**src/rtl/tkp_pkg.sv**
```systemverilog
`timescale 1ns / 1ps
// ----------------------------------------------------------------------------
// tkp_pkg
// Types and constants shared by the terminal keyboard/printer interface.
// ----------------------------------------------------------------------------
package tkp_pkg;

    localparam int AC_W    = 18;
    localparam int KEY_W   = 8;
    localparam int CHAR_W  = 7;
    localparam int DELAY_W = 16;
    localparam int CFG_W   = 16;
    localparam int CFG_IDX_W = 2;

    typedef enum logic [1:0] {
        CMD_KBD  = 2'd0,
        CMD_PRT  = 2'd1,
        CMD_KEY  = 2'd2,
        CMD_TICK = 2'd3
    } cmd_t;

    typedef enum logic [CFG_IDX_W-1:0] {
        CFG_KBD_UPPER = 2'd0,
        CFG_PRT_UPPER = 2'd1,
        CFG_DELAY     = 2'd2,
        CFG_NONE      = 2'd3
    } cfg_idx_t;

    // Pulse bit positions.
    localparam int PULSE_SKIP  = 0;
    localparam int PULSE_CLEAR = 1;
    localparam int PULSE_LOAD  = 2;

    localparam logic [CHAR_W-1:0]  LOWER_A    = 7'o141;
    localparam logic [CHAR_W-1:0]  LOWER_Z    = 7'o172;
    localparam logic [CHAR_W-1:0]  CASE_DIFF  = 7'o040;
    localparam logic [CHAR_W-1:0]  PRINT_LO   = 7'o007;
    localparam logic [CHAR_W-1:0]  PRINT_HI   = 7'o137;
    localparam logic [DELAY_W-1:0] DELAY_RESET = 16'd100;

    typedef struct packed {
        logic [1:0]       command;
        logic [2:0]       pulse;
        logic [AC_W-1:0]  ac;
        logic [KEY_W-1:0] key_code;
    } in_word_t;

    typedef struct packed {
        logic [AC_W-1:0]   ac_out;
        logic              skip;
        logic              print_valid;
        logic [CHAR_W-1:0] print_char;
        logic              kbd_flag_out;
        logic              prt_flag_out;
    } out_word_t;

    typedef struct packed {
        logic [KEY_W-1:0] ac_or;
        logic             skip;
        logic             flag;
    } kbd_status_t;

    typedef struct packed {
        logic              skip;
        logic              print_valid;
        logic [CHAR_W-1:0] print_char;
        logic              flag;
    } prt_status_t;

endpackage

```
**src/rtl/tkp_keyboard.sv**
```systemverilog
`timescale 1ns / 1ps
// ----------------------------------------------------------------------------
// tkp_keyboard
// Keyboard half: receive buffer, done flag, skip test and read into AC.
// ----------------------------------------------------------------------------
module tkp_keyboard
(
    input  logic                clk,
    input  logic                rst_n,
    input  logic                accept,
    input  tkp_pkg::in_word_t   word,
    input  logic                upper_case,
    output tkp_pkg::kbd_status_t status
);

    logic [tkp_pkg::KEY_W-1:0]  kbd_buffer_reg, kbd_buffer_next;
    logic                       kbd_flag_reg, kbd_flag_next;
    logic [tkp_pkg::CHAR_W-1:0] key_char;

    always_comb
    begin
        kbd_buffer_next = kbd_buffer_reg;
        kbd_flag_next   = kbd_flag_reg;
        status          = '0;
        key_char        = word.key_code[tkp_pkg::CHAR_W-1:0];
        if (upper_case && key_char >= tkp_pkg::LOWER_A && key_char <= tkp_pkg::LOWER_Z)
        begin
            key_char = key_char - tkp_pkg::CASE_DIFF;
        end
        case (word.command)
            tkp_pkg::CMD_KBD:
            begin
                status.skip = word.pulse[tkp_pkg::PULSE_SKIP] & kbd_flag_reg;
                if (word.pulse[tkp_pkg::PULSE_CLEAR])
                begin
                    kbd_flag_next = 1'b0;
                    status.ac_or  = kbd_buffer_reg;
                end
            end
            tkp_pkg::CMD_KEY:
            begin
                // Bit 0200 is always set in a stored key.
                kbd_buffer_next = {1'b1, key_char};
                kbd_flag_next   = 1'b1;
            end
            default:
            begin
            end
        endcase
        status.flag = kbd_flag_next;
    end

    always_ff @(posedge clk or negedge rst_n)
    begin
        if (!rst_n)
        begin
            kbd_buffer_reg <= '0;
            kbd_flag_reg   <= 1'b0;
        end
        else if (accept)
        begin
            kbd_buffer_reg <= kbd_buffer_next;
            kbd_flag_reg   <= kbd_flag_next;
        end
    end

endmodule

```
**src/rtl/tkp_printer.sv**
```systemverilog
`timescale 1ns / 1ps
// ----------------------------------------------------------------------------
// tkp_printer
// Printer half: output buffer, print countdown, done flag and skip test.
// ----------------------------------------------------------------------------
module tkp_printer
(
    input  logic                        clk,
    input  logic                        rst_n,
    input  logic                        accept,
    input  tkp_pkg::in_word_t           word,
    input  logic                        upper_case,
    input  logic [tkp_pkg::DELAY_W-1:0] delay,
    output tkp_pkg::prt_status_t        status
);

    // Only the low seven bits of the loaded byte are ever printed.
    logic [tkp_pkg::CHAR_W-1:0]  prt_buffer_reg, prt_buffer_next;
    logic                        prt_flag_reg, prt_flag_next;
    logic [tkp_pkg::DELAY_W-1:0] busy_count_reg, busy_count_next;

    always_comb
    begin
        prt_buffer_next = prt_buffer_reg;
        prt_flag_next   = prt_flag_reg;
        busy_count_next = busy_count_reg;
        status          = '0;
        case (word.command)
            tkp_pkg::CMD_PRT:
            begin
                status.skip = word.pulse[tkp_pkg::PULSE_SKIP] & prt_flag_reg;
                if (word.pulse[tkp_pkg::PULSE_CLEAR])
                begin
                    prt_flag_next = 1'b0;
                end
                if (word.pulse[tkp_pkg::PULSE_LOAD])
                begin
                    prt_buffer_next = word.ac[tkp_pkg::CHAR_W-1:0];
                    if (busy_count_reg == '0)
                    begin
                        // A delay of zero behaves as one tick.
                        busy_count_next = (delay == '0) ? tkp_pkg::DELAY_W'(1) : delay;
                    end
                end
            end
            tkp_pkg::CMD_TICK:
            begin
                if (busy_count_reg != '0)
                begin
                    busy_count_next = busy_count_reg - tkp_pkg::DELAY_W'(1);
                    if (busy_count_reg == tkp_pkg::DELAY_W'(1))
                    begin
                        prt_flag_next = 1'b1;
                        if (!upper_case || (prt_buffer_reg >= tkp_pkg::PRINT_LO &&
                                            prt_buffer_reg <= tkp_pkg::PRINT_HI))
                        begin
                            status.print_valid = 1'b1;
                            status.print_char  = prt_buffer_reg;
                        end
                    end
                end
            end
            default:
            begin
            end
        endcase
        status.flag = prt_flag_next;
    end

    always_ff @(posedge clk or negedge rst_n)
    begin
        if (!rst_n)
        begin
            prt_buffer_reg <= '0;
            prt_flag_reg   <= 1'b0;
            busy_count_reg <= '0;
        end
        else if (accept)
        begin
            prt_buffer_reg <= prt_buffer_next;
            prt_flag_reg   <= prt_flag_next;
            busy_count_reg <= busy_count_next;
        end
    end

endmodule

```
**src/rtl/terminal_keyboard_printer_iface.sv**
```systemverilog
`timescale 1ns / 1ps
// ----------------------------------------------------------------------------
// terminal_keyboard_printer_iface
// Terminal interface with a keyboard half and a printer half, one word in,
// one word out.
// ----------------------------------------------------------------------------
//  Channel   Handshake              Payload
//  input     in_valid / in_ready    in_data  (tkp_pkg::in_word_t)
//  output    out_valid / out_ready  out_data (tkp_pkg::out_word_t)
//  config    cfg_we                 cfg_index, cfg_wdata
//
//  Each accepted word is decoded and applied to the flag and buffer state in
//  the cycle it is accepted; its result appears in the output register in the
//  next cycle. One word per cycle is sustained while out_ready is high.
//  A stalled output word holds in_ready low until it is taken.
//  Reset clears both buffers, both flags and the print countdown, and loads
//  the configuration defaults.
// ----------------------------------------------------------------------------
module terminal_keyboard_printer_iface
(
    input  logic                          clk,
    input  logic                          rst_n,
    input  logic                          in_valid,
    output logic                          in_ready,
    input  tkp_pkg::in_word_t             in_data,
    output logic                          out_valid,
    input  logic                          out_ready,
    output tkp_pkg::out_word_t            out_data,
    input  logic                          cfg_we,
    input  logic [tkp_pkg::CFG_IDX_W-1:0] cfg_index,
    input  logic [tkp_pkg::CFG_W-1:0]     cfg_wdata
);

    logic                        kbd_upper_reg;
    logic                        prt_upper_reg;
    logic [tkp_pkg::DELAY_W-1:0] delay_reg;
    logic                        out_valid_reg;
    tkp_pkg::out_word_t          out_word_reg, out_word_next;
    tkp_pkg::kbd_status_t        kbd_status;
    tkp_pkg::prt_status_t        prt_status;
    logic                        accept;

    assign in_ready  = !out_valid_reg || out_ready;
    assign accept    = in_valid && in_ready;
    assign out_valid = out_valid_reg;
    assign out_data  = out_word_reg;

    always_ff @(posedge clk or negedge rst_n)
    begin
        if (!rst_n)
        begin
            kbd_upper_reg <= 1'b1;
            prt_upper_reg <= 1'b1;
            delay_reg     <= tkp_pkg::DELAY_RESET;
        end
        else if (cfg_we)
        begin
            unique case (tkp_pkg::cfg_idx_t'(cfg_index))
                tkp_pkg::CFG_KBD_UPPER: kbd_upper_reg <= cfg_wdata[0];
                tkp_pkg::CFG_PRT_UPPER: prt_upper_reg <= cfg_wdata[0];
                tkp_pkg::CFG_DELAY:     delay_reg     <= cfg_wdata[tkp_pkg::DELAY_W-1:0];
                default:
                begin
                end
            endcase
        end
    end

    tkp_keyboard u_keyboard
    (
        .clk        (clk),
        .rst_n      (rst_n),
        .accept     (accept),
        .word       (in_data),
        .upper_case (kbd_upper_reg),
        .status     (kbd_status)
    );

    tkp_printer u_printer
    (
        .clk        (clk),
        .rst_n      (rst_n),
        .accept     (accept),
        .word       (in_data),
        .upper_case (prt_upper_reg),
        .delay      (delay_reg),
        .status     (prt_status)
    );

    always_comb
    begin
        out_word_next.ac_out       = in_data.ac |
                                     tkp_pkg::AC_W'(kbd_status.ac_or);
        out_word_next.skip         = kbd_status.skip | prt_status.skip;
        out_word_next.print_valid  = prt_status.print_valid;
        out_word_next.print_char   = prt_status.print_char;
        out_word_next.kbd_flag_out = kbd_status.flag;
        out_word_next.prt_flag_out = prt_status.flag;
    end

    always_ff @(posedge clk or negedge rst_n)
    begin
        if (!rst_n)
        begin
            out_valid_reg <= 1'b0;
        end
        else if (in_ready)
        begin
            out_valid_reg <= in_valid;
        end
    end

    always_ff @(posedge clk)
    begin
        if (accept)
        begin
            out_word_reg <= out_word_next;
        end
    end

    // A character is printed only on countdown expiry, which raises the flag.
    a_print_sets_flag: assert property (@(posedge clk) disable iff (!rst_n)
        (out_valid && out_data.print_valid) |-> out_data.prt_flag_out)
        else $error("print without printer flag");

    a_idle_char_zero: assert property (@(posedge clk) disable iff (!rst_n)
        (out_valid && !out_data.print_valid) |-> (out_data.print_char == '0))
        else $error("print_char nonzero without print_valid");

    a_nonpulse_pass: assert property (@(posedge clk) disable iff (!rst_n)
        (accept && (in_data.command == tkp_pkg::CMD_KEY ||
                    in_data.command == tkp_pkg::CMD_TICK))
        |=> (out_valid && !out_data.skip && out_data.ac_out == $past(in_data.ac)))
        else $error("key or tick word altered ac or skip");

    a_key_sets_flag: assert property (@(posedge clk) disable iff (!rst_n)
        (accept && in_data.command == tkp_pkg::CMD_KEY) |=> out_data.kbd_flag_out)
        else $error("key arrival did not raise keyboard flag");

endmodule

```
**config.mk**
```make
export PLATFORM = sky130hd
export DESIGN_NAME = terminal_keyboard_printer_iface
export DESIGN_NICKNAME = d
export VERILOG_FILES = /design/src/rtl/tkp_pkg.sv /design/src/rtl/tkp_keyboard.sv /design/src/rtl/tkp_printer.sv /design/src/rtl/terminal_keyboard_printer_iface.sv
export SDC_FILE = /design/constraint.sdc
export NUM_CORES = 1
export LEC_CHECK = 0
export BUFFER_PORTS_ARGS = -buffer_cell sky130_fd_sc_hd__buf_2
export CAP_MARGIN = 5
export CORE_ASPECT_RATIO = 0.6
export CORE_MARGIN = 5
export CORE_UTILIZATION = 57
export CTS_CLUSTER_SIZE = 24
export DETAILED_ROUTE_END_ITERATION = 6
export PLACE_DENSITY = 0.87
export SYNTH_ARGS = -nofsm -noshare
export SYNTH_HDL_FRONTEND = slang
export SYNTH_SLANG_ARGS = --single-unit
```
**constraint.sdc**
```tcl
create_clock -name clk -period 3.5 [get_ports clk]
set_input_delay 0.175 -clock clk [delete_from_list [all_inputs] [get_ports clk]]
set_output_delay 0.175 -clock clk [all_outputs]
set_load 0.01 [all_outputs]
```
# After elaboration in Yosys (flattened, before gate mapping)
# Index checks and enable logic that the tools add are counted.
[word_totals] ff_bits=81 latchBits=0 ramBits=0 romBits=0 in_bits=54 output_inout_bits=31 word_cells=72 memories=0
[classes] addsub=2 multipliers=0 div=0 magnitude_cmp=4 eq_ne=9 n_shift=0 n_mux=16 bitwise=4 n_reduce_logical=22
[ops] operator="$mux W16" n=4
[ops] operator="$logic_not A16 Y1" n=2
[ops] operator="$pmux W16 S2" n=1
[ops] operator="$or A18 B8 Y18" n=1
[ops] operator="$eq A16 B1 Y1 const B" n=1
[ops] operator="$mux W8" n=2
[ops] operator="$reduce_bool A16 Y1" n=1
[ops] operator="$sub A16 B1 Y16 const B" n=1
[ops] operator="$le A7 B7 Y1 const B" n=2
[ops] operator="$mux W9" n=1
[ops] operator="$reduce_and A2 Y1" n=4
[ops] operator="$ge A7 B3 Y1 const B" n=1
[ops] operator="$ge A7 B7 Y1 const B" n=1
[ops] operator="$mux W7" n=1
[ops] operator="$sub A7 B6 Y7 const B" n=1
[ops] operator="$eq A2 B2 Y1 const B" n=3
[ops] operator="$reduce_and A3 Y1" n=2
[ops] operator="$mux W1" n=5
[ops] operator="$reduce_and A5 Y1" n=1
[ops] operator="$eq A2 B1 Y1 const B" n=2
[ops] operator="$logic_and A1 B1 Y1" n=4
[ops] operator="$logic_not A2 Y1" n=2
[ops] operator="$ne A2 B1 Y1 const B" n=2
[ops] operator="$pmux W1 S2" n=2
[ops] operator="other kinds (7)" n=10

# Depth between registers and ports, before layout
# Gate-level depths: netlist of the first run.
[logic_depth] depth_word=5 ltp_mapped=8 ltp_nobuf=7

# Hierarchy
# A second synthesis of the first run with hierarchy kept.
[unflattened] hier_cells=313 area_unflattened_um2=3817.4
[modules_own_cells] module="terminal_keyboard_printer_iface" n_inst=1 cells_per_inst=82 area_per_inst_um2=1714.1 seq_area_each_um2=1352.5
[modules_own_cells] module="tkp_printer" n_inst=1 cells_per_inst=179 area_per_inst_um2=1586.5 seq_area_each_um2=600.6
[modules_own_cells] module="tkp_keyboard" n_inst=1 cells_per_inst=52 area_per_inst_um2=516.7 seq_area_each_um2=225.2

# Worst setup path after synthesis of the first run
# Ideal clock, no wire load.
[synth_timing] path_kind="reg-to-reg" start="register out_valid_reg, in the netlist out_valid" end="register u_printer.busy_count_reg[11] (netlist name)" setup_time_ps=127 arrival_time_ps=1783 required_ps=3373 slack_ps=1591 path_stages_with_launch=7 n_path_buf=0 period_less_slack_ps=1909 path_cell_list="dfrtp_1 > nor2b_1 > inv_1 > nand4_1 > mux2_4 > a211oi_2 > nor3_2"
[synth_between] elab_chain_cells=4
[synth_lines] element="start: declaration" line_no="terminal_keyboard_printer_iface.sv:37" source="logic out_valid_reg;"
[synth_lines] element="start signal: assignment" line_no="terminal_keyboard_printer_iface.sv:109" source="out_valid_reg <= in_valid;"
[synth_lines] element="$logic_not A1 Y1" line_no="terminal_keyboard_printer_iface.sv:43" source="assign in_ready = !out_valid_reg || out_ready;"
[synth_lines] element="$logic_or A1 B1 Y1" line_no="terminal_keyboard_printer_iface.sv:43"
[synth_lines] element="net in_ready" line_no="terminal_keyboard_printer_iface.sv:24" source="output logic in_ready,"
[synth_lines] element="$logic_and A1 B1 Y1" line_no="terminal_keyboard_printer_iface.sv:44" source="assign accept = in_valid && in_ready;"
[synth_lines] element="$reduce_and A5 Y1 (no source line)"
[synth_lines] element="end signal: assignment" line_no="tkp_printer.sv:82" source="busy_count_reg <= busy_count_next;"
[synth_lines] element="end: declaration" line_no="tkp_printer.sv:20" source="logic [tkp_pkg::DELAY_W-1:0] busy_count_reg, busy_count_next;"
# The timed path passes the listed nets, and every way through them passes these cells.
# A chain may end at the register's enable or synchronous reset.

# Final worst setup path of the first run
[layout_timing] start="register u_printer.busy_count_reg[5] (netlist name)" end="register u_printer.busy_count_reg[10] (netlist name)"
[layout_between] elab_chain_cells=3 word_cells_on_any_way=8 classes_between="add/sub (1); eq/ne (2); mux (2); reduce/logical (3)"
[layout_lines] element="$sub A16 B1 Y16 (tied with other cells)" line_no="tkp_printer.sv:50" source="busy_count_next = busy_count_reg - tkp_pkg::DELAY_W'(1);"
[layout_lines] element="$mux W16 or $ne A2 B1 Y1 (tied branches)"
[layout_lines] element="$pmux W16 S2 or $reduce_and A5 Y1 (tied branches)"
# Several ways; a longest one is shown, not always the timed one. The select of a mux whose other input is x is not followed.

==> summary.txt, run 1 <==
==================================================================================================
Outcome                                                                               finished clean
Crit path kind                                                                             reg2reg
Ordered list of cells on the worst path                                               nor4_1, nand4_2, mux2i_4, o21ai_0, a21oi_1
Worst-Margin Slew                                                                          1080 ps
Initial Util                                                                                 59.3%
Power per Cell Area                                                                    534 mW/mm^2
Fraction of layout instances using a drive strength above 1                                  36.0%
CP Depth                                                                                         5
Starting DRC count in detailed routing                                                         278
Hold Vio Cnt, Final                                                                              0
Buffer and inverter count on the worst path                                                      0
Cell row count                                                                                  22
Final critical-path share of the clock period                                                68.4%
Most heavily used metal layer in global routing                                               met2
Area of the multi-input gates                                                         0.00141 mm^2
Number of I/O port buffers                                                                      83
Path type of the worst min-delay path                                                       in2reg
Worst clock skew                                                                           4.57 ps
Clock sink count                                                                                81
Total Die Area                                                                        0.00817 mm^2
Worst VDD drop                                                                          0.000233 V
Number of remaining DRC errors                                                                   0
Global routing usage on met2                                                                 36.7%
Global router's overall resource usage                                                       23.2%
Most frequent cells after synthesis                                                   47 x sky130_fd_sc_hd__dfrtp_1, 30 x sky130_fd_sc_hd__mux2_2, 29 x sky130_fd_sc_hd__edfxtp_1, 27 x sky130_fd_sc_hd__o21ai_0, 24 x sky130_fd_sc_hd__nand2_1
Post-Syn Instances                                                                             300
Fraction of registers with async set or reset after synthesis                                64.2%
Largest area contributor in the netlist                                               sky130_fd_sc_hd__dfrtp_1
Highest clock frequency the design can meet                                              0.418 GHz
Clock root buffer                                                                     sky130_fd_sc_hd__clkbuf_8
Post-layout min period                                                                     2390 ps
Nature of the critical path startpoint                                                        flop
Most frequently used flop master after synthesis                                      sky130_fd_sc_hd__dfrtp_1
Critical path peak fanout                                                                       18
Leading cell types by total area after synthesis                                      sky130_fd_sc_hd__dfrtp_1 32%, sky130_fd_sc_hd__edfxtp_1 24%, sky130_fd_sc_hd__mux2_2 9.2%, sky130_fd_sc_hd__o21ai_0 3.7%, sky130_fd_sc_hd__dfstp_2 3.6%
Static leakage                                                                          0.00192 uW
Largest net degree at the start of global routing                                               34
Number of vias per cell                                                                       5.99
Netlist cell types                                                                              49
Net count after synthesis                                                                      358
Top-level I/O count                                                                             85
Arr. time, crit path                                                                       2680 ps
Cell with the most instances after synthesis                                          sky130_fd_sc_hd__dfrtp_1
Required time reported for the critical path endpoint                                      3790 ps
Setup TNS                                                                                     0 ps
Maximum level of the CTS H-tree                                                                  3
Total via count in the routed design                                                          2916
EDFF count, synth                                                                               29
Ant. Diodes                                                                                      0
Delay contributed by the slowest stage of the critical path                                 610 ps
Number of instances on the worst hold path                                                       2
Number of antenna-violating nets in the routed design                                            0
Routability-driven placement congestion ratio                                                0.848
Half-perimeter wire length after placement                                                 6510 um
Chip Height                                                                                72.1 um
Clock transition time at the flip-flop clock pins of the worst setup and hold paths          80 ps
Flip-flop count of the largest register after layout                                            29
Syn_area_per_cell                                                                        12.2 um^2
Overflow left after global routing                                                               0
Share of the synthesized area in the top cell type                                           32.1%
Register Area                                                                         0.00218 mm^2
Area of the core                                                                      0.00617 mm^2
Count of instances resized after the clock tree is built                                         0
Num CTS Buffers                                                                                  9
Number of global-route vias before repair                                                     2864
Initial DRT Pass Iterations                                                                      5
Slowest stage cell, crit path                                                         sky130_fd_sc_hd__nor4_1
Worst relative slew slack                                                                    28.2%
Flop and latch count out of synthesis                                                           81
Synth-to-Final Area Change                                                                   21.3%
Final-stage net count                                                                          456
Filler Cell Count                                                                              424
Summed instance area of the synthesized netlist                                       0.00366 mm^2
TritonCTS clock tree                                                                         built
Largest delay contributor family on the critical path                                 simple AND/OR/NAND/NOR gates
Clock latency reported for the late side of the worst-skew pair                             360 ps
Met3 usage                                                                                   7.75%
RSZ-0062 raised after global routing                                                         false
Endpoint type of the worst setup path                                                         flop
FF-to-FF path depth                                                                              5
Initial antenna violation count                                                                  0
Met1 layer usage reported by global route                                                    31.2%
Longest Clk Path Bufs                                                                            2
Number of warning messages in the yosys log                                                      0
Number of max-slew violations in the final report                                                0
Chip width                                                                                  113 um
Wire length of the first global-routing pass                                              14500 um
Final-report setup violation count                                                               0
Total wire length after detailed routing                                                   9130 um
Routed length per instance                                                                 18.8 um
Total of max-cap violations                                                                      0
Fraction of the yosys area taken by sequential cells                                         59.5%
Finished Core Util                                                                           72.0%
==================================================================================================
## through the flow
step | hold slack [ps] | area (um^2) | worst slack, ps | power [uW] | instances
3_5_place_dp | 270 | 4140 | 1200 | 1710 | 460
2_1_floorplan | -121 | 3660 | 1590 | 1540 | 300
6_report | 37.9 | 4440 | 1110 | 2370 | 487
3_3_place_gp | 270 | 4140 | 1370 | 1670 | 460
5_1_grt | 18.9 | 4440 | 962 | 2480 | 487
4_1_cts | 3.38 | 4430 | 1160 | 2370 | 486
## cells in the final DEF, fill, tap and decap left out, types with 5 or more instances in the layout
cell and n:
sky130_fd_sc_hd__buf_2 83, sky130_fd_sc_hd__a21oi_1 15, sky130_fd_sc_hd__mux2_2 30, sky130_fd_sc_hd__or3_1 5, sky130_fd_sc_hd__dfrtp_1 47, sky130_fd_sc_hd__nor4_1 8
sky130_fd_sc_hd__clkbuf_8 9, sky130_fd_sc_hd__o21ai_0 27, sky130_fd_sc_hd__nand3_1 5, sky130_fd_sc_hd__nor2_1 10, sky130_fd_sc_hd__edfxtp_1 29, sky130_fd_sc_hd__inv_1 8
sky130_fd_sc_hd__dfstp_2 5, sky130_fd_sc_hd__a21o_1 8, sky130_fd_sc_hd__dlygate4sd3_1 11, sky130_fd_sc_hd__nor3_1 10, sky130_fd_sc_hd__and2_1 8, sky130_fd_sc_hd__nand2_1 24
## worst paths after layout
path | startpoint | end | slack [ps]
max | u_printer.busy_count_reg[5]$_DFFE_PN0P_ | u_printer.busy_count_reg[10]$_DFFE_PN0P_ | 1110
min | cfg_wdata[9] | delay_reg[9]$_DFFE_PN0P_ | 40
max reg2reg | u_printer.busy_count_reg[5]$_DFFE_PN0P_ | u_printer.busy_count_reg[10]$_DFFE_PN0P_ | 1110
min reg2reg | u_keyboard.kbd_buffer_reg[5]$_DFFE_PN0P_ | u_keyboard.kbd_buffer_reg[5]$_DFFE_PN0P_ | 490
max in group asynchronous | rst_n | u_keyboard.kbd_flag_reg$_DFFE_PN0P_ | 2340
min in group asynchronous | rst_n | u_printer.busy_count_reg[5]$_DFFE_PN0P_ | 410
## metal layers
layer  routed length [um]  share of wire (%)  vias up
li1                     -                  -     1315
met1                 3840                 42     1428
met2                 4300                 47      161
met3                  902                9.9       12
met4                   89               0.97        0
met5                    0                  0        -
## cell families after synthesis
kind of cell             after synthesis  synth area share (%)
XOR/XNOR                               1                 0.239
flip-flops                            81                  59.5
adder cells (fa/ha/maj)                4                  1.37
buffers and inverters                 16                  2.05
AND/OR/NAND/NOR                       97                  14.9
AO/OA/AOI/OAI                         67                  11.1
multiplexers                          34                  10.8
## cell type report
cell class | instances | share of cell area [%]
clock buffer | 9 | 2.79
clock inverter | 7 | 1.38
inverter | 8 | 0.677
multi-input combinational | 203 | 31.7
sequential | 81 | 49.1
tap | 84 | 2.37
timing repair buffer | 95 | 12.0
## report_power, final
group          switching, uW  leakage (uW)  internal, uW
Clock                    334     0.0000962           322
Sequential               153      0.000891          1150
Combinational            215      0.000932           200
Total                    702       0.00192          1670
## what timing repair did
item,in CTS,in global routing
endpoints found under the setup margin,0,0
buffers inserted,0,0
hold buffers,10,1
hold endpoints to repair,36,1
No activity file was read; power rests on OpenSTA's default activity.
==> inputs of run 2 (changes only) <==
CORE_UTILIZATION = 48   (was 57)
PLACE_DENSITY = 0.78   (was 0.87)
clock period = 2.2 ns   (was 3.5 ns; I/O delays follow)
==> run 2 against run 1 <==
- design area increased by 6.6%
- critical path depth unchanged
- first-iteration DRC count increased by 25%
- clock skew decreased by 1.4 ps
- critical path type unchanged
- largest power group unchanged
==> summary.txt, run 2 (same netlist as run 1, synthesis figures left out) <==
==================================================================================================
Synth-to-Final Area Change                                                                   29.2%
Total via count in the routed design                                                          2791
Total wire length after detailed routing                                                   8590 um
Fraction of layout instances using a drive strength above 1                                  37.5%
RSZ-0062 raised after global routing                                                         false
Routed length per instance                                                                 16.5 um
Num CTS Buffers                                                                                  9
Routability-driven placement congestion ratio                                                0.931
Clock root buffer                                                                     sky130_fd_sc_hd__clkbuf_16
Post-layout min period                                                                     2060 ps
Static leakage                                                                          0.00205 uW
Wire length of the first global-routing pass                                              14300 um
Outcome                                                                               finished clean
Overall Power                                                                              4390 uW
Most common library cell in the layout ignoring fill and taps                         sky130_fd_sc_hd__buf_2
Worst clock skew                                                                           3.17 ps
Critical path peak fanout                                                                        8
Number of remaining DRC errors                                                                   0
Ant. Diodes                                                                                      0
Path type of the worst min-delay path                                                       in2reg
Total Die Area                                                                        0.00953 mm^2
Setup slack at placement                                                                   94.3 ps
Cell row count                                                                                  24
Final-report setup violation count                                                               0
Number of antenna-violating nets in the routed design                                            0
Maximum level of the CTS H-tree                                                                  3
Number of I/O port buffers                                                                      83
Endpoint type of the worst setup path                                                         flop
Hold Vio Cnt, Final                                                                              0
Arr. time, crit path                                                                       2250 ps
Worst-case setup margin in the final layout                                                 143 ps
Hold slack                                                                                 8.95 ps
Most frequent cells in the layout                                                     83 x sky130_fd_sc_hd__buf_2, 47 x sky130_fd_sc_hd__dfrtp_1, 30 x sky130_fd_sc_hd__mux2_2, 29 x sky130_fd_sc_hd__edfxtp_1, 27 x sky130_fd_sc_hd__o21ai_0
Final-stage net count                                                                          469
Top-level I/O count                                                                             85
Final critical-path share of the clock period                                                93.5%
Area of the core                                                                      0.00733 mm^2
Placement Cell Area                                                                   0.00424 mm^2
Chip width                                                                                  123 um
Nature of the critical path startpoint                                                        flop
Power per Cell Area                                                                    929 mW/mm^2
Clock latency reported for the late side of the worst-skew pair                             330 ps
Chip Height                                                                                77.6 um
Initial antenna violation count                                                                  0
Number of max-slew violations in the final report                                                0
Flip-flop count of the largest register after layout                                            29
Worst relative slew slack                                                                    56.7%
TritonCTS clock tree                                                                         built
Longest Clk Path Bufs                                                                            2
Number of vias per cell                                                                       5.37
Overflow left after global routing                                                               0
Total of max-cap violations                                                                      0
Worst VDD drop                                                                          0.000577 V
Clock transition time at the flip-flop clock pins of the worst setup and hold paths          60 ps
Starting DRC count in detailed routing                                                         348
Initial DRT Pass Iterations                                                                      4
Worst-Margin Slew                                                                           647 ps
Setup TNS                                                                                     0 ps
Highest clock frequency the design can meet                                              0.486 GHz
Crit path kind                                                                             reg2reg
Initial Util                                                                                 49.9%
Number of global-route vias before repair                                                     2805
Global router's overall resource usage                                                       19.4%
Clock sink count                                                                                81
Post-route cell area                                                                  0.00473 mm^2
Half-perimeter wire length after placement                                                 6320 um
Largest net degree at the start of global routing                                               30
Required time reported for the critical path endpoint                                      2400 ps
==================================================================================================
-- run 2: cell types whose count changed in the layout (fill, tap and decap cells not counted), moves of 2 or more --
cell,previous run,this run
sky130_fd_sc_hd__buf_4,1,11
sky130_fd_sc_hd__clkbuf_16,0,9
sky130_fd_sc_hd__clkbuf_8,9,0
sky130_fd_sc_hd__clkinv_2,4,1
sky130_fd_sc_hd__dlygate4sd3_1,11,14
sky130_fd_sc_hd__bufinv_16,1,3
-- run 2: final cells by class --
class                           instances  area, um^2
Clock buffer                           10         229
Clock inverter                          6         106
Fill cell                             586        2600
Inverter                                8        30.0
Multi-Input combinational cell        203        1420
Sequential cell                        81        2180
Tap cell                              104         130
Timing Repair Buffer                  108         638
-- run 2: final timing paths --
path,start,end,slack (ps),cells past startpoint
worst max-delay path,u_printer.busy_count_reg[5]$_DFFE_PN0P_,out_data[7]$_SDFFCE_PN0P_,140,5
worst min-delay path,cfg_wdata[3],delay_reg[3]$_DFFE_PN0P_,9,2
worst max register to register,u_printer.busy_count_reg[5]$_DFFE_PN0P_,out_data[7]$_SDFFCE_PN0P_,140,5
worst min register to register,u_keyboard.kbd_buffer_reg[7]$_DFFE_PN0P_,u_keyboard.kbd_buffer_reg[7]$_DFFE_PN0P_,480,1
max in group asynchronous,rst_n,u_keyboard.kbd_buffer_reg[3]$_DFFE_PN0P_,1410,3
min in group asynchronous,rst_n,delay_reg[4]$_DFFE_PN0P_,190,2
-- run 2: critical path, cell delays in order, from the launching register on --
cell	delay, ps
sky130_fd_sc_hd__dfrtp_1	450
sky130_fd_sc_hd__or3_2	480
sky130_fd_sc_hd__nor4_1	280
sky130_fd_sc_hd__nand4_1	240
sky130_fd_sc_hd__a21oi_2	290
sky130_fd_sc_hd__and2_1	180
-- run 2: metrics by stage --
stage               cells  utilization (%)
floorplan             300                -
global placement      490             57.9
detailed placement    490             57.9
CTS                   520             64.4
global route          520             64.5
finish                520             64.5
-- run 2: power by group --
group          leakage [uW]  switching, uW  internal, uW  total (uW)
combinational      0.000996            332           336         667
clock              0.000160            560          1100        1660
sequential         0.000891            237          1830        2060
-- run 2: per-layer routing --
metal / vias up / GRT usage, % / wire length, um
li1: 1349 / - / -
met1: 1343 / 27.9 / 4050
met2: 95 / 28.2 / 3840
met3: 4 / 6.40 / 630
met4: 0 / 5.36 / 63
met5: - / 0 / 0
-- run 2: timing repair --
action,4_1_cts,5_1_grt
setup buffers,0,0
endpoints found under the hold margin,40,0
hold buffers,14,0
resized for setup,0,2
endpoints found under the setup margin,0,2
==> inputs of run 3 (changes only) <==
CELL_PAD_IN_SITES_DETAIL_PLACEMENT = 2   (was default)
CELL_PAD_IN_SITES_GLOBAL_PLACEMENT = 2   (was default)
CORE_UTILIZATION = 31   (was 48)
PLACE_DENSITY = 0.77   (was 0.78)
==> run 3 against run 2 <==
- non-clock buffer count is 5 higher
- final cell count is 12% higher
- worst setup slack worse by 41 ps
- utilization is 22 points lower
- first-iteration DRC count is 68% lower
- via count is 5.2% higher
- register-to-register slack worse by 40 ps
- clock power is 11% lower
- global-route usage is 2.2 points lower
- design area is 2.5% higher
- combinational power is 17% higher
==> summary.txt, run 3 (same netlist as run 1, synthesis figures left out) <==
==================================================================================================
Outcome                                                                               finished clean
Global router's overall resource usage                                                       17.2%
Number of remaining DRC errors                                                                   0
Routed length per instance                                                                 20.7 um
Reg2Reg Setup Slack                                                                         100 ps
Most frequent cells in the layout                                                     83 x sky130_fd_sc_hd__buf_2, 47 x sky130_fd_sc_hd__dfrtp_1, 31 x sky130_fd_sc_hd__mux2_2, 29 x sky130_fd_sc_hd__edfxtp_1, 27 x sky130_fd_sc_hd__o21ai_0
Initial DRT Pass Iterations                                                                      4
Reg2Reg Launch Point                                                                  u_printer.busy_count_reg[5]$_DFFE_PN0P_
TritonCTS clock tree                                                                         built
Finished Core Util                                                                           42.5%
Crit path kind                                                                             reg2reg
Num CTS Buffers                                                                                  9
Clock transition time at the flip-flop clock pins of the worst setup and hold paths          70 ps
Total via count in the routed design                                                          2937
Number of I/O port buffers                                                                      83
Half-perimeter wire length after placement                                                 8680 um
FF-to-FF path depth                                                                              5
Arr. time, crit path                                                                       2290 ps
Longest Clk Path Bufs                                                                            2
Number of instances on the worst hold path                                                       2
Worst-Margin Slew                                                                           776 ps
Worst VDD drop                                                                          0.000467 V
Final-stage net count                                                                          475
Synth-to-Final Area Change                                                                   32.5%
Critical path peak fanout                                                                        8
Placement Cell Area                                                                   0.00434 mm^2
Routability-driven placement congestion ratio                                                0.808
Maximum level of the CTS H-tree                                                                  3
Clock root buffer                                                                     sky130_fd_sc_hd__clkbuf_16
Worst clock skew                                                                           10.8 ps
Fraction of layout instances using a drive strength above 1                                  38.4%
Startpoint of the tightest hold check path                                            cfg_wdata[5]
Required time reported for the critical path endpoint                                      2400 ps
Worst hold path endpoint                                                              delay_reg[5]$_DFFE_PN1P_
Worst relative slew slack                                                                    48.1%
Path type of the worst min-delay path                                                       in2reg
Area of the core                                                                       0.0114 mm^2
Setup TNS                                                                                     0 ps
Top-level I/O count                                                                             85
Register Area                                                                         0.00218 mm^2
Nature of the critical path startpoint                                                        flop
Wire length of the first global-routing pass                                              18500 um
Overflow left after global routing                                                               0
Total Die Area                                                                         0.0141 mm^2
Capture point of the worst reg-to-reg path                                            out_data[7]$_SDFFCE_PN0P_
Final-report setup violation count                                                               0
Cell row count                                                                                  30
Starting DRC count in detailed routing                                                         112
Post-layout min period                                                                     2100 ps
Total wire length after detailed routing                                                  12000 um
Hold Vio Cnt, Final                                                                              0
Initial Util                                                                                 32.1%
Filler Cell Count                                                                             1200
Number of antenna-violating nets in the routed design                                            0
Highest clock frequency the design can meet                                              0.477 GHz
Chip width                                                                                  150 um
Number of vias per cell                                                                       5.05
Final critical-path share of the clock period                                                95.4%
Clock sink count                                                                                81
Largest net degree at the start of global routing                                               53
Number of global-route vias before repair                                                     3232
Post-route cell area                                                                  0.00485 mm^2
Area of the multi-input gates                                                         0.00146 mm^2
Clock latency reported for the late side of the worst-skew pair                             340 ps
Ant. Diodes                                                                                      0
Most common library cell in the layout ignoring fill and taps                         sky130_fd_sc_hd__buf_2
Power per Cell Area                                                                    897 mW/mm^2
Endpoint type of the worst setup path                                                         flop
Number of max-slew violations in the final report                                                0
Total of max-cap violations                                                                      0
Initial antenna violation count                                                                  0
Static leakage                                                                          0.00206 uW
Chip Height                                                                                94.2 um
Flip-flop count of the largest register after layout                                            29
==================================================================================================
-- run 3: area by class of cell --
cell class                      count  share of cell area [%]
Clock buffer                       11                    5.24
Clock inverter                      5                   0.723
Inverter                            8                   0.620
Multi-Input combinational cell    204                    30.0
Sequential cell                    81                    45.0
Tap cell                          160                    4.13
Timing Repair Buffer              113                    14.3
-- run 3: worst max-delay path by stage --
stage,start,depth (start not counted),to,slack (ps)
2_1_floorplan,out_valid$_DFFE_PN0N_,6,u_printer.busy_count_reg[11]$_DFFE_PN0P_,290
3_3_place_gp,u_printer.busy_count_reg[0]$_DFFE_PN0P_,7,u_printer.busy_count_reg[11]$_DFFE_PN0P_,130
3_5_place_dp,u_printer.busy_count_reg[5]$_DFFE_PN0P_,5,out_data[7]$_SDFFCE_PN0P_,80
4_1_cts,u_printer.busy_count_reg[5]$_DFFE_PN0P_,5,out_data[7]$_SDFFCE_PN0P_,30
5_1_grt,u_printer.busy_count_reg[5]$_DFFE_PN0P_,5,out_data[7]$_SDFFCE_PN0P_,-10
6_report,u_printer.busy_count_reg[5]$_DFFE_PN0P_,5,out_data[7]$_SDFFCE_PN0P_,100
-- run 3: critical path, cell delays in order (launching register included) --
cell and delay [ps]:
sky130_fd_sc_hd__dfrtp_1 460, sky130_fd_sc_hd__or3_2 470, sky130_fd_sc_hd__nor4_1 310, sky130_fd_sc_hd__nand4_1 270
sky130_fd_sc_hd__a21oi_4 270, sky130_fd_sc_hd__and2_1 170
-- run 3: what timing repair did --
action,CTS,global route
setup endpoints to repair,2,11
hold endpoints to repair,62,0
gates resized for setup,1,5
cloned,0,1
pin swaps,0,2
setup buffers,0,1
hold buffers,16,0
-- run 3: layer usage --
layer,global-route usage (%),part of all wire [%],vias up
li1,-,-,1358
met5,0,0,-
met3,4.34,4.2,9
met4,4.11,0.84,0
met1,22.7,45,1504
met2,28.5,50,66
-- run 3: stage by stage --
| stage | setup WS [ps] | power (uW) | hold WS (ps) | cells |
|---|---|---|---|---|
| CTS | 34.0 | 4340 | 2.44 | 580 |
| finish | 102 | 4340 | 8.78 | 582 |
| global placement | 132 | 2750 | 287 | 548 |
| floorplan | 291 | 2450 | -186 | 300 |
| detailed placement | 76.3 | 2820 | 290 | 548 |
| global route | -10.0 | 4560 | 1.34 | 582 |
-- run 3: power breakdown --
part,switching (uW),leakage [uW],total [uW],internal [uW]
registers,258,0.000891,2080,1830
clock network,643,0.000138,1480,837
logic,410,0.00104,780,370
total,1310,0.00206,4340,3030
